--- config.mk ---
export PLATFORM = sky130hd
export DESIGN_NAME = priority_thread_scheduler
export DESIGN_NICKNAME = d
export VERILOG_FILES = /design/src/rtl/pts_pkg.sv /design/src/rtl/pts_datapath.sv /design/src/rtl/pts_ctrl.sv /design/src/rtl/priority_thread_scheduler.sv
export SDC_FILE = /design/constraint.sdc
export NUM_CORES = 1
export LEC_CHECK = 0
export ABC_AREA = 1
export BUFFER_PORTS_ARGS = -buffer_cell sky130_fd_sc_hd__buf_2
export CAP_MARGIN = 20
export CORE_UTILIZATION = 58
export DETAILED_ROUTE_END_ITERATION = 10
export GPL_TIMING_DRIVEN = 0
export PLACE_DENSITY = 0.78
export SKIP_LAST_GASP = 1
export SYNTH_ARGS = -nofsm -noshare
export SYNTH_HDL_FRONTEND = slang
export SYNTH_HIERARCHICAL = 1
export SYNTH_SLANG_ARGS = --single-unit
--- constraint.sdc ---
create_clock -name clock -period 3.5 [get_ports clock]
set_clock_uncertainty 0.1 [all_clocks]
set_input_delay 0 -clock clock [delete_from_list [all_inputs] [get_ports clock]]
set_output_delay 0 -clock clock [all_outputs]
set_load 0.01 [all_outputs]
--- src/rtl/pts_pkg.sv ---
// ----------------------------------------------------------------------------
// pts_pkg
// Types, codes and constants shared by the priority thread scheduler.
// ----------------------------------------------------------------------------
package pts_pkg;

   localparam int MAX_THREADS_DEF = 16;
   localparam int TID_W           = 4;
   localparam int PRI_W           = 8;
   localparam int OPCODE_W        = 3;
   localparam int ERR_W           = 2;
   localparam int COUNT_W         = 5;

   localparam logic [OPCODE_W-1:0] OP_MAKE_READY = 3'd0;
   localparam logic [OPCODE_W-1:0] OP_PREEMPT    = 3'd1;
   localparam logic [OPCODE_W-1:0] OP_BLOCK      = 3'd2;
   localparam logic [OPCODE_W-1:0] OP_YIELD      = 3'd3;
   localparam logic [OPCODE_W-1:0] OP_SET_PRI    = 3'd4;

   localparam logic [ERR_W-1:0] ERR_OK    = 2'd0;
   localparam logic [ERR_W-1:0] ERR_FULL  = 2'd1;
   localparam logic [ERR_W-1:0] ERR_EMPTY = 2'd2;

   typedef struct packed {
      logic [OPCODE_W-1:0]     opcode;
      logic [TID_W-1:0]        thread_id;
      logic signed [PRI_W-1:0] priority_req;
   } req_type;

   typedef struct packed {
      logic [TID_W-1:0]        running_thread;
      logic signed [PRI_W-1:0] running_priority;
      logic                    switched;
      logic                    wake_hint;
      logic [ERR_W-1:0]        error_code;
      logic [COUNT_W-1:0]      ready_count;
   } rsp_type;

   typedef enum logic [1:0] {
      ST_IDLE,
      ST_EXEC,
      ST_REQUEUE,
      ST_RESP
   } state_type;

   typedef struct packed {
      logic             latch;
      logic             insert_req;
      logic             insert_saved;
      logic             pop;
      logic             set_flags;
      logic [ERR_W-1:0] err;
      logic             switched;
      logic             hint_en;
   } cmd_type;

   typedef struct packed {
      logic [OPCODE_W-1:0] opcode;
      logic                empty;
      logic                full;
      logic                head_due;
   } status_type;

endpackage

--- src/rtl/pts_datapath.sv ---
// ----------------------------------------------------------------------------
// pts_datapath
// Sorted ready chain, running thread registers and result registers.
// ----------------------------------------------------------------------------
module pts_datapath
   import pts_pkg::*;
#(
   parameter int MAX_THREADS = MAX_THREADS_DEF
) (
   input  logic       clock,
   input  logic       reset,
   input  req_type    req_item,
   input  cmd_type    cmd,
   output status_type status,
   output rsp_type    rsp_item
);

   localparam int LEN_W = $clog2(MAX_THREADS + 1);

   logic [TID_W-1:0]        ids_ff  [MAX_THREADS];
   logic [TID_W-1:0]        ids_in  [MAX_THREADS];
   logic signed [PRI_W-1:0] pris_ff [MAX_THREADS];
   logic signed [PRI_W-1:0] pris_in [MAX_THREADS];
   logic [LEN_W-1:0]        len_ff, len_in;
   logic [TID_W-1:0]        cur_id_ff, cur_id_in;
   logic signed [PRI_W-1:0] cur_pri_ff, cur_pri_in;
   logic [TID_W-1:0]        sav_id_ff, sav_id_in;
   logic signed [PRI_W-1:0] sav_pri_ff, sav_pri_in;
   req_type                 req_ff, req_in;
   logic                    switched_ff, switched_in;
   logic                    hint_ff, hint_in;
   logic [ERR_W-1:0]        err_ff, err_in;

   logic [MAX_THREADS-1:0]  ge;
   logic [TID_W-1:0]        ins_id;
   logic signed [PRI_W-1:0] ins_pri;
   logic                    do_insert;

   assign do_insert = cmd.insert_req | cmd.insert_saved;
   assign ins_id    = cmd.insert_saved ? sav_id_ff  : req_ff.thread_id;
   assign ins_pri   = cmd.insert_saved ? sav_pri_ff : req_ff.priority_req;

   always_comb begin
      for (int i = 0; i < MAX_THREADS; i++) begin
         ge[i] = (LEN_W'(i) < len_ff) && (pris_ff[i] >= ins_pri);
      end
   end

   always_comb begin
      ids_in      = ids_ff;
      pris_in     = pris_ff;
      len_in      = len_ff;
      cur_id_in   = cur_id_ff;
      cur_pri_in  = cur_pri_ff;
      sav_id_in   = sav_id_ff;
      sav_pri_in  = sav_pri_ff;
      req_in      = req_ff;
      switched_in = switched_ff;
      hint_in     = hint_ff;
      err_in      = err_ff;
      if (cmd.latch) begin
         req_in      = req_item;
         switched_in = 1'b0;
         hint_in     = 1'b0;
         err_in      = ERR_OK;
         if (req_item.opcode == OP_SET_PRI) begin
            cur_pri_in = req_item.priority_req;
         end
      end
      if (cmd.set_flags) begin
         err_in      = cmd.err;
         switched_in = cmd.switched;
         hint_in     = cmd.hint_en && (req_ff.priority_req >= cur_pri_ff);
      end
      if (do_insert) begin
         if (!ge[0]) begin
            ids_in[0]  = ins_id;
            pris_in[0] = ins_pri;
         end
         for (int i = 1; i < MAX_THREADS; i++) begin
            if (!ge[i]) begin
               if (ge[i-1]) begin
                  ids_in[i]  = ins_id;
                  pris_in[i] = ins_pri;
               end else begin
                  ids_in[i]  = ids_ff[i-1];
                  pris_in[i] = pris_ff[i-1];
               end
            end
         end
         len_in = len_ff + LEN_W'(1);
      end else if (cmd.pop) begin
         for (int i = 0; i < MAX_THREADS - 1; i++) begin
            ids_in[i]  = ids_ff[i+1];
            pris_in[i] = pris_ff[i+1];
         end
         cur_id_in  = ids_ff[0];
         cur_pri_in = pris_ff[0];
         sav_id_in  = cur_id_ff;
         sav_pri_in = cur_pri_ff;
         len_in     = len_ff - LEN_W'(1);
      end
   end

   always_ff @(posedge clock) begin
      ids_ff      <= ids_in;
      pris_ff     <= pris_in;
      sav_id_ff   <= sav_id_in;
      sav_pri_ff  <= sav_pri_in;
      req_ff      <= req_in;
      switched_ff <= switched_in;
      hint_ff     <= hint_in;
      err_ff      <= err_in;
      if (reset) begin
         len_ff     <= '0;
         cur_id_ff  <= '0;
         cur_pri_ff <= '0;
      end else begin
         len_ff     <= len_in;
         cur_id_ff  <= cur_id_in;
         cur_pri_ff <= cur_pri_in;
      end
   end

   assign status.opcode   = req_ff.opcode;
   assign status.empty    = (len_ff == '0);
   assign status.full     = (len_ff == LEN_W'(MAX_THREADS));
   assign status.head_due = !status.empty && (pris_ff[0] >= cur_pri_ff);

   assign rsp_item.running_thread   = cur_id_ff;
   assign rsp_item.running_priority = cur_pri_ff;
   assign rsp_item.switched         = switched_ff;
   assign rsp_item.wake_hint        = hint_ff;
   assign rsp_item.error_code       = err_ff;
   assign rsp_item.ready_count      = COUNT_W'(len_ff);

   a_len_bound: assert property (@(posedge clock) disable iff (reset)
      len_ff <= LEN_W'(MAX_THREADS))
      else $error("ready chain length out of range");

   a_pop_nonempty: assert property (@(posedge clock) disable iff (reset)
      cmd.pop |-> !status.empty)
      else $error("pop from empty ready chain");

   a_insert_room: assert property (@(posedge clock) disable iff (reset)
      do_insert |-> !status.full)
      else $error("insert into full ready chain");

endmodule

--- src/rtl/pts_ctrl.sv ---
// ----------------------------------------------------------------------------
// pts_ctrl
// Sequencer: decodes the opcode and steps the datapath through each beat.
// ----------------------------------------------------------------------------
module pts_ctrl
   import pts_pkg::*;
(
   input  logic       clock,
   input  logic       reset,
   input  logic       start,
   input  status_type status,
   output cmd_type    cmd,
   output logic       busy,
   output logic       rsp_strobe
);

   state_type state_ff, state_in;

   always_ff @(posedge clock) begin
      if (reset) begin
         state_ff <= ST_IDLE;
      end else begin
         state_ff <= state_in;
      end
   end

   always_comb begin
      state_in   = state_ff;
      cmd        = '0;
      cmd.err    = ERR_OK;
      busy       = (state_ff != ST_IDLE);
      rsp_strobe = 1'b0;
      unique case (state_ff)
         ST_IDLE: begin
            if (start) begin
               cmd.latch = 1'b1;
               state_in  = ST_EXEC;
            end
         end
         ST_EXEC: begin
            cmd.set_flags = 1'b1;
            state_in      = ST_RESP;
            unique case (status.opcode)
               OP_MAKE_READY: begin
                  if (status.full) begin
                     cmd.err = ERR_FULL;
                  end else begin
                     cmd.insert_req = 1'b1;
                     cmd.hint_en    = 1'b1;
                  end
               end
               OP_PREEMPT, OP_YIELD, OP_SET_PRI: begin
                  if (status.head_due) begin
                     cmd.pop      = 1'b1;
                     cmd.switched = 1'b1;
                     state_in     = ST_REQUEUE;
                  end
               end
               OP_BLOCK: begin
                  if (status.empty) begin
                     cmd.err = ERR_EMPTY;
                  end else begin
                     cmd.pop      = 1'b1;
                     cmd.switched = 1'b1;
                  end
               end
               default: begin
               end
            endcase
         end
         ST_REQUEUE: begin
            cmd.insert_saved = 1'b1;
            state_in         = ST_RESP;
         end
         ST_RESP: begin
            rsp_strobe = 1'b1;
            state_in   = ST_IDLE;
         end
         default: begin
            state_in = ST_IDLE;
         end
      endcase
   end

   a_accept_busy: assert property (@(posedge clock) disable iff (reset)
      (start && !busy) |=> busy)
      else $error("accepted beat did not raise busy");

   a_single_strobe: assert property (@(posedge clock) disable iff (reset)
      rsp_strobe |=> !rsp_strobe && !busy)
      else $error("result strobe not followed by idle");

   a_requeue_after_pop: assert property (@(posedge clock) disable iff (reset)
      (state_ff == ST_REQUEUE) |-> $past(cmd.pop))
      else $error("requeue without a preceding pop");

endmodule

--- src/rtl/priority_thread_scheduler.sv ---
// ----------------------------------------------------------------------------
// priority_thread_scheduler
// Ready queue and dispatcher for a fixed-priority preemptive kernel.
// ----------------------------------------------------------------------------
// A request beat is taken when start is high and busy is low; busy then stays
// high until the result beat has been shown. The result appears on rsp_item
// for a single cycle with rsp_strobe high and must be captured then, since
// the receiver cannot stall it. The request is latched when accepted, then
// executed, then shown; a preempt, yield or priority change that swaps
// threads adds a requeue step before the result is shown. The extra step
// comes from the sorted ready chain, which does one shift per cycle: the pop
// of the head and the requeue of the old running thread are two separate
// chain updates. The next request is taken in the cycle after the strobe.
// ----------------------------------------------------------------------------
module priority_thread_scheduler
   import pts_pkg::*;
#(
   parameter int MAX_THREADS = MAX_THREADS_DEF
) (
   input  logic    clock,
   input  logic    reset,
   input  logic    start,
   output logic    busy,
   input  req_type req_item,
   output logic    rsp_strobe,
   output rsp_type rsp_item
);

   cmd_type    cmd;
   status_type status;

   pts_ctrl u_ctrl (
      .clock      (clock),
      .reset      (reset),
      .start      (start),
      .status     (status),
      .cmd        (cmd),
      .busy       (busy),
      .rsp_strobe (rsp_strobe)
   );

   pts_datapath #(
      .MAX_THREADS (MAX_THREADS)
   ) u_datapath (
      .clock    (clock),
      .reset    (reset),
      .req_item (req_item),
      .cmd      (cmd),
      .status   (status),
      .rsp_item (rsp_item)
   );

endmodule

; ---- Word level (Yosys, flattened, before mapping)
; Index checks and enable logic that the tools add are counted.
[word_totals]
input_bits = 18
elab_cells = 246
ff_bits = 242
out_inout_bits = 23
[classes]
n_mux = 95
n_eq_ne = 25
reduce_logical = 43
n_bitwise = 3
addsub = 2
n_lt_le_gt_ge = 34
[op_table]
columns = cell, count
row1 = 2-to-1 mux 8 bit, 35
row2 = 2-to-1 mux 120 bit, 2
row3 = greater-or-equal comparator 8 bit, 18
row4 = 2-to-1 mux 4 bit, 31
row5 = 2-to-1 mux 60 bit, 2
row6 = less-than comparator 4 x 5 -> 1 bit (first input constant), 8
row7 = AND reduction 2 bit, 17
row8 = inequality test 2 bit (second input constant), 16
row9 = less-than comparator 3 x 5 -> 1 bit (first input constant), 4
row10 = logical AND 1 bit, 18
row11 = 2-to-1 mux 1 bit, 14
row12 = less-than comparator 1 x 5 -> 1 bit (first input constant), 2
row13 = less-than comparator 2 x 5 -> 1 bit (first input constant), 2
row14 = 2-to-1 mux 2 bit, 5
row15 = 2-to-1 mux 5 bit, 2
row16 = case mux 2 bit (4 select lines), 1
row17 = equality test 3 x 2 -> 1 bit (second input constant), 2
row18 = equality test 3 bit (second input constant), 2
row19 = 2-to-1 mux 6 bit, 1
row20 = nonzero test 2 bit, 3
row21 = adder 5 x 1 -> 5 bit (second input constant), 1
row22 = equality test 5 bit (second input constant), 1
row23 = zero test 5 bit, 1
row24 = subtractor 5 x 1 -> 5 bit (second input constant), 1
row25 = other kinds (11), 13

; ---- Logic depth before layout (Yosys ltp)
[logic_depth]
ltp_word = 8
mapped_depth = 23
depth_no_buf = 21

; ---- By module
; The synthesis kept the hierarchy.
[by_module_without_submodules]
columns = module, seq_area_each_um2, n_inst, cells_per_inst, area_each_um2
row1 = pts_datapath, 7036.7, 1, 2128, 16174.3
row2 = pts_ctrl, 40.0, 1, 39, 254.0

; ---- Least setup slack after synthesis
; Ideal clock, no wire load.
[synth_timing]
path_type = register to register
start = register u_ctrl.state_ff[0]
end = register u_datapath/ids_ff[4] (netlist name) (enable)
setup_time_ns = 0.388
t_required_ns = 3.012
synth_period_minus_slack_ns = 3.373
path_slack_ns = 0.127
n_path_buf = 1
stages_incl_launch_ff = 12
arrival_time_ns = 2.884
cell_sequence = dfxtp_1 -> inv_1 -> ha_1 -> buf_6 -> o21ai_2 -> ha_1 -> a21oi_1 -> o21a_1 -> nand2_1 -> nand2_1 -> nand3_2 -> a31oi_1
[synth_rtl]
columns = element, line
row1 = from (decl), pts_ctrl.sv:17  ; state_type state_ff, state_in;
row2 = from (signal assigned), pts_ctrl.sv:23  ; state_ff <= state_in;
row3 = to (signal assigned), pts_datapath.sv:106  ; ids_ff <= ids_in;
row4 = to (decl), pts_datapath.sv:20  ; logic [TID_W-1:0] ids_ff [MAX_THREADS];

==> metrics.csv <==
metric,value,unit
first_pass_iters,9,
insertion_delay,0.56,ns
clock_sinks,242,
yosysWarnings,6,
cts_buffers,29,
row_count,61,
instances_no_fill,2675,
cp_data_arrival_time,3.55,ns
drt-initial-drc-count,1673,
endpoint,u_datapath/pris_ff[4],
drive_gt1_share,10.2,%
dp_hpwl,33900,um
cp-start-kind,register,
slew_viol_final,0,
cts_buffer_depth,3,
antenna_found_initial,0,
design_area,0.0188,sq mm
io_buffers,40,
wl_per_cell,17.7,um
cp_max_fo,10,
yosysSeqAreaShare,43.1,%
gp_congestion,0.925,
slew_headroom,51.7,%
ir_drop,0.000471,V
netlist_instances,2167,
p_leak,10.5,nW
clockRootBuffer,clkbuf_16,
grtUsageTotal,32.4,%
io_pins,41,
dieArea,0.0290,sq mm
diodes,0,
via_count,14788,
cts_tree,yes,
min_path_type,input port to register,
ys.flop_type,edfxtp_1,
vias_per_cell,5.53,
syn-num-nets,2338,
placed_area,0.0172,sq mm
mappedNetlistArea,0.0164,sq mm
pwr_density_cell,1030,mW/mm^2
timing.fmax,297,MHz
htree_levels,1,
die_w,170,um
cp-end-kind,register,
reg2reg_to,u_datapath/pris_ff[4],
synth_area_per_cell,7.58,sq um
period_needed,3.37,ns
synth_edf_count,223,
area_delta_synth_final,14.2,%
clkSlewWorstSetupHoldPaths,0.06,ns
cp.required,3.68,ns
crit_type,register to register,
grt_first_pass_wirelength,72100,um
cap_viol_max_count,0,
grt_pass1_vias,13809,
worst_slew_pin_slew,0.724,ns
overflow,0,
setup_viol,0,
synth_cell_types,41,
drc,0,
reg2reg_slack,0.13,ns
crit_start,u_ctrl/state_ff[0],
period_share,96.3,%
finish.net_count,2446,
status,"finished, final reports clean",
die_h,170,um
hold_violations,0,
ant_nets,0,
ys_async_sr_fraction,0,%
synth-seq-cells,242,
final_core_util,67.3,%
reg2regPathDepth,15,
p_total,0.0193,W
initial_utilization,59.0,%
grt_max_degree,22,
placed_cells,2594,
fp.coreArea,0.0279,sq mm
whs,0.0741,ns
rr_startpoint,u_ctrl/state_ff[0],
routed_wl,47400,um
## metal layers
layer  wire length (um)  share of wire, %  vias to the layer above  GRT usage (%)
li1                   -                 -                     7041              -
met1              19500                41                     6808           42.3
met2              21700                46                      780           53.0
met3               4110               8.7                      159           4.58
met4               2110               4.5                        0           15.5
met5                  0                 0                        -              0
## cells in the mapped netlist, types with 2 or more instances
| library cell | n | area [sq um] |
|---|---|---|
| ha_1 | 153 | 1910 |
| edfxtp_1 | 223 | 6700 |
| nand3b_1 | 2 | 15.0 |
| clkbuf_1 | 9 | 33.8 |
| or2_1 | 7 | 43.8 |
| nand2_1 | 1088 | 4080 |
| inv_1 | 284 | 1070 |
| buf_6 | 19 | 214 |
| inv_2 | 6 | 22.5 |
| buf_2 | 31 | 155 |
| nand3_1 | 41 | 205 |
| a21o_1 | 12 | 90.1 |
| nor2_2 | 3 | 18.8 |
| nand4_1 | 17 | 106 |
| o21ai_2 | 8 | 70.1 |
| nor3_1 | 7 | 35.0 |
| o21ai_0 | 52 | 260 |
| o31a_1 | 2 | 17.5 |
| o21ai_1 | 3 | 15.0 |
| mux2_2 | 4 | 45.0 |
| buf_1 | 2 | 7.51 |
| a21oi_1 | 62 | 310 |
| a31oi_1 | 2 | 12.5 |
| buf_4 | 24 | 180 |
| nand2_2 | 18 | 113 |
| dfxtp_1 | 19 | 380 |
| nor2_1 | 55 | 206 |
## state kept, by name (all words and copies together), names as in the netlist, 2 cells and up
signal	flops
u_datapath/pris_ff	128
u_datapath/ids_ff	64
u_datapath/req_ff	12
u_datapath/cur_pri_ff	8
u_datapath/sav_pri_ff	8
u_datapath/len_ff	5
u_datapath/cur_id_ff	4
u_datapath/sav_id_ff	4
u_datapath/status	3
u_ctrl/state_ff	2
u_datapath/err_ff	2
## final cells by class
class | count | area [sq um]
plain buffers | 84 | 607
clock buffers | 41 | 811
clock inverters | 12 | 57.6
fillers | 2194 | 9100
inverters | 291 | 1090
multi-input cells | 1549 | 7990
flip-flops and latches | 242 | 7080
well taps | 378 | 473
repair buffers | 78 | 644
## where the power goes
part | leakage [nW] | internal [W] | switching, W | total, W
clock network | 0.423 | 0.00160 | 0.00118 | 0.00277
registers | 2.23 | 0.00508 | 0.000899 | 0.00598
logic | 7.86 | 0.00371 | 0.00680 | 0.0105
total | 10.5 | 0.0104 | 0.00887 | 0.0193
## timing repair
action | CTS | global route
hold buffers | 18 | 0
hold endpoints to repair | 26 | 0
endpoints found under the setup margin | 353 | 305
pin swaps | 5 | 4
buffers inserted | 6 | 5
gates resized for setup | 44 | 23
## how the worst min path moves through the flow
stage | start | endpoint | slack, ns | cells after the start
after global placement | req_item[4] | u_datapath/req_ff[4] | 0.09 | 1
after global routing | req_item[5] | u_datapath/req_ff[5] | 0.07 | 2
final | req_item[3] | u_datapath/req_ff[3] | 0.07 | 2
after floorplan | reset | u_ctrl/state_ff[0] | -0.04 | 1
after CTS | req_item[4] | u_datapath/req_ff[4] | 0.06 | 2
after detailed placement | req_item[4] | u_datapath/req_ff[4] | 0.09 | 1
## worst max-delay path, cell delays in order, from the launching register on
cell and delay [ns]:
dfxtp_2 0.39, inv_1 0.10, ha_1 0.30, buf_6 0.21
o21ai_4 0.46, buf_8 0.24, ha_1 0.25, nand2_1 0.07
nor2_1 0.06, nand2_1 0.08, nand2_1 0.06, nand2_1 0.06
nand3_2 0.21, nand2_2 0.25, buf_6 0.17, o21ai_0 0.08
## kinds of logic (layout without fill, tap and decap cells)
group / count (synthesis) / after routing / share of synthesized area [%]
AOI/OAI and AO/OA: 149 / 149 / 5.10
adders and majority gates: 153 / 153 / 11.7
buffers and inverters: 376 / 506 / 10.2
DFF: 242 / 242 / 43.1
muxes: 5 / 5 / 0.335
and+or+nand+nor: 1242 / 1242 / 29.6
## placed cells by master, fill, tap and decap left out, types with 29 or more instances in the layout
cell type | synthesis | routed
nand2_1 | 1088 | 1073
inv_1 | 284 | 284
edfxtp_1 | 223 | 223
ha_1 | 153 | 153
buf_2 | 31 | 66
a21oi_1 | 62 | 61
nor2_1 | 55 | 55
o21ai_0 | 52 | 52
nand3_1 | 41 | 41
buf_4 | 24 | 33
clkbuf_16 | 0 | 29
## through the flow
step           setup WS, ns  TNS, ns
2_1_floorplan         0.127        0
5_1_grt             -0.0290    -1.84
3_5_place_dp         -0.598  -111.94
4_1_cts             0.00791        0
6_report              0.131        0
3_3_place_gp          -1.17  -234.87
No activity file was read; power rests on OpenSTA's default activity.
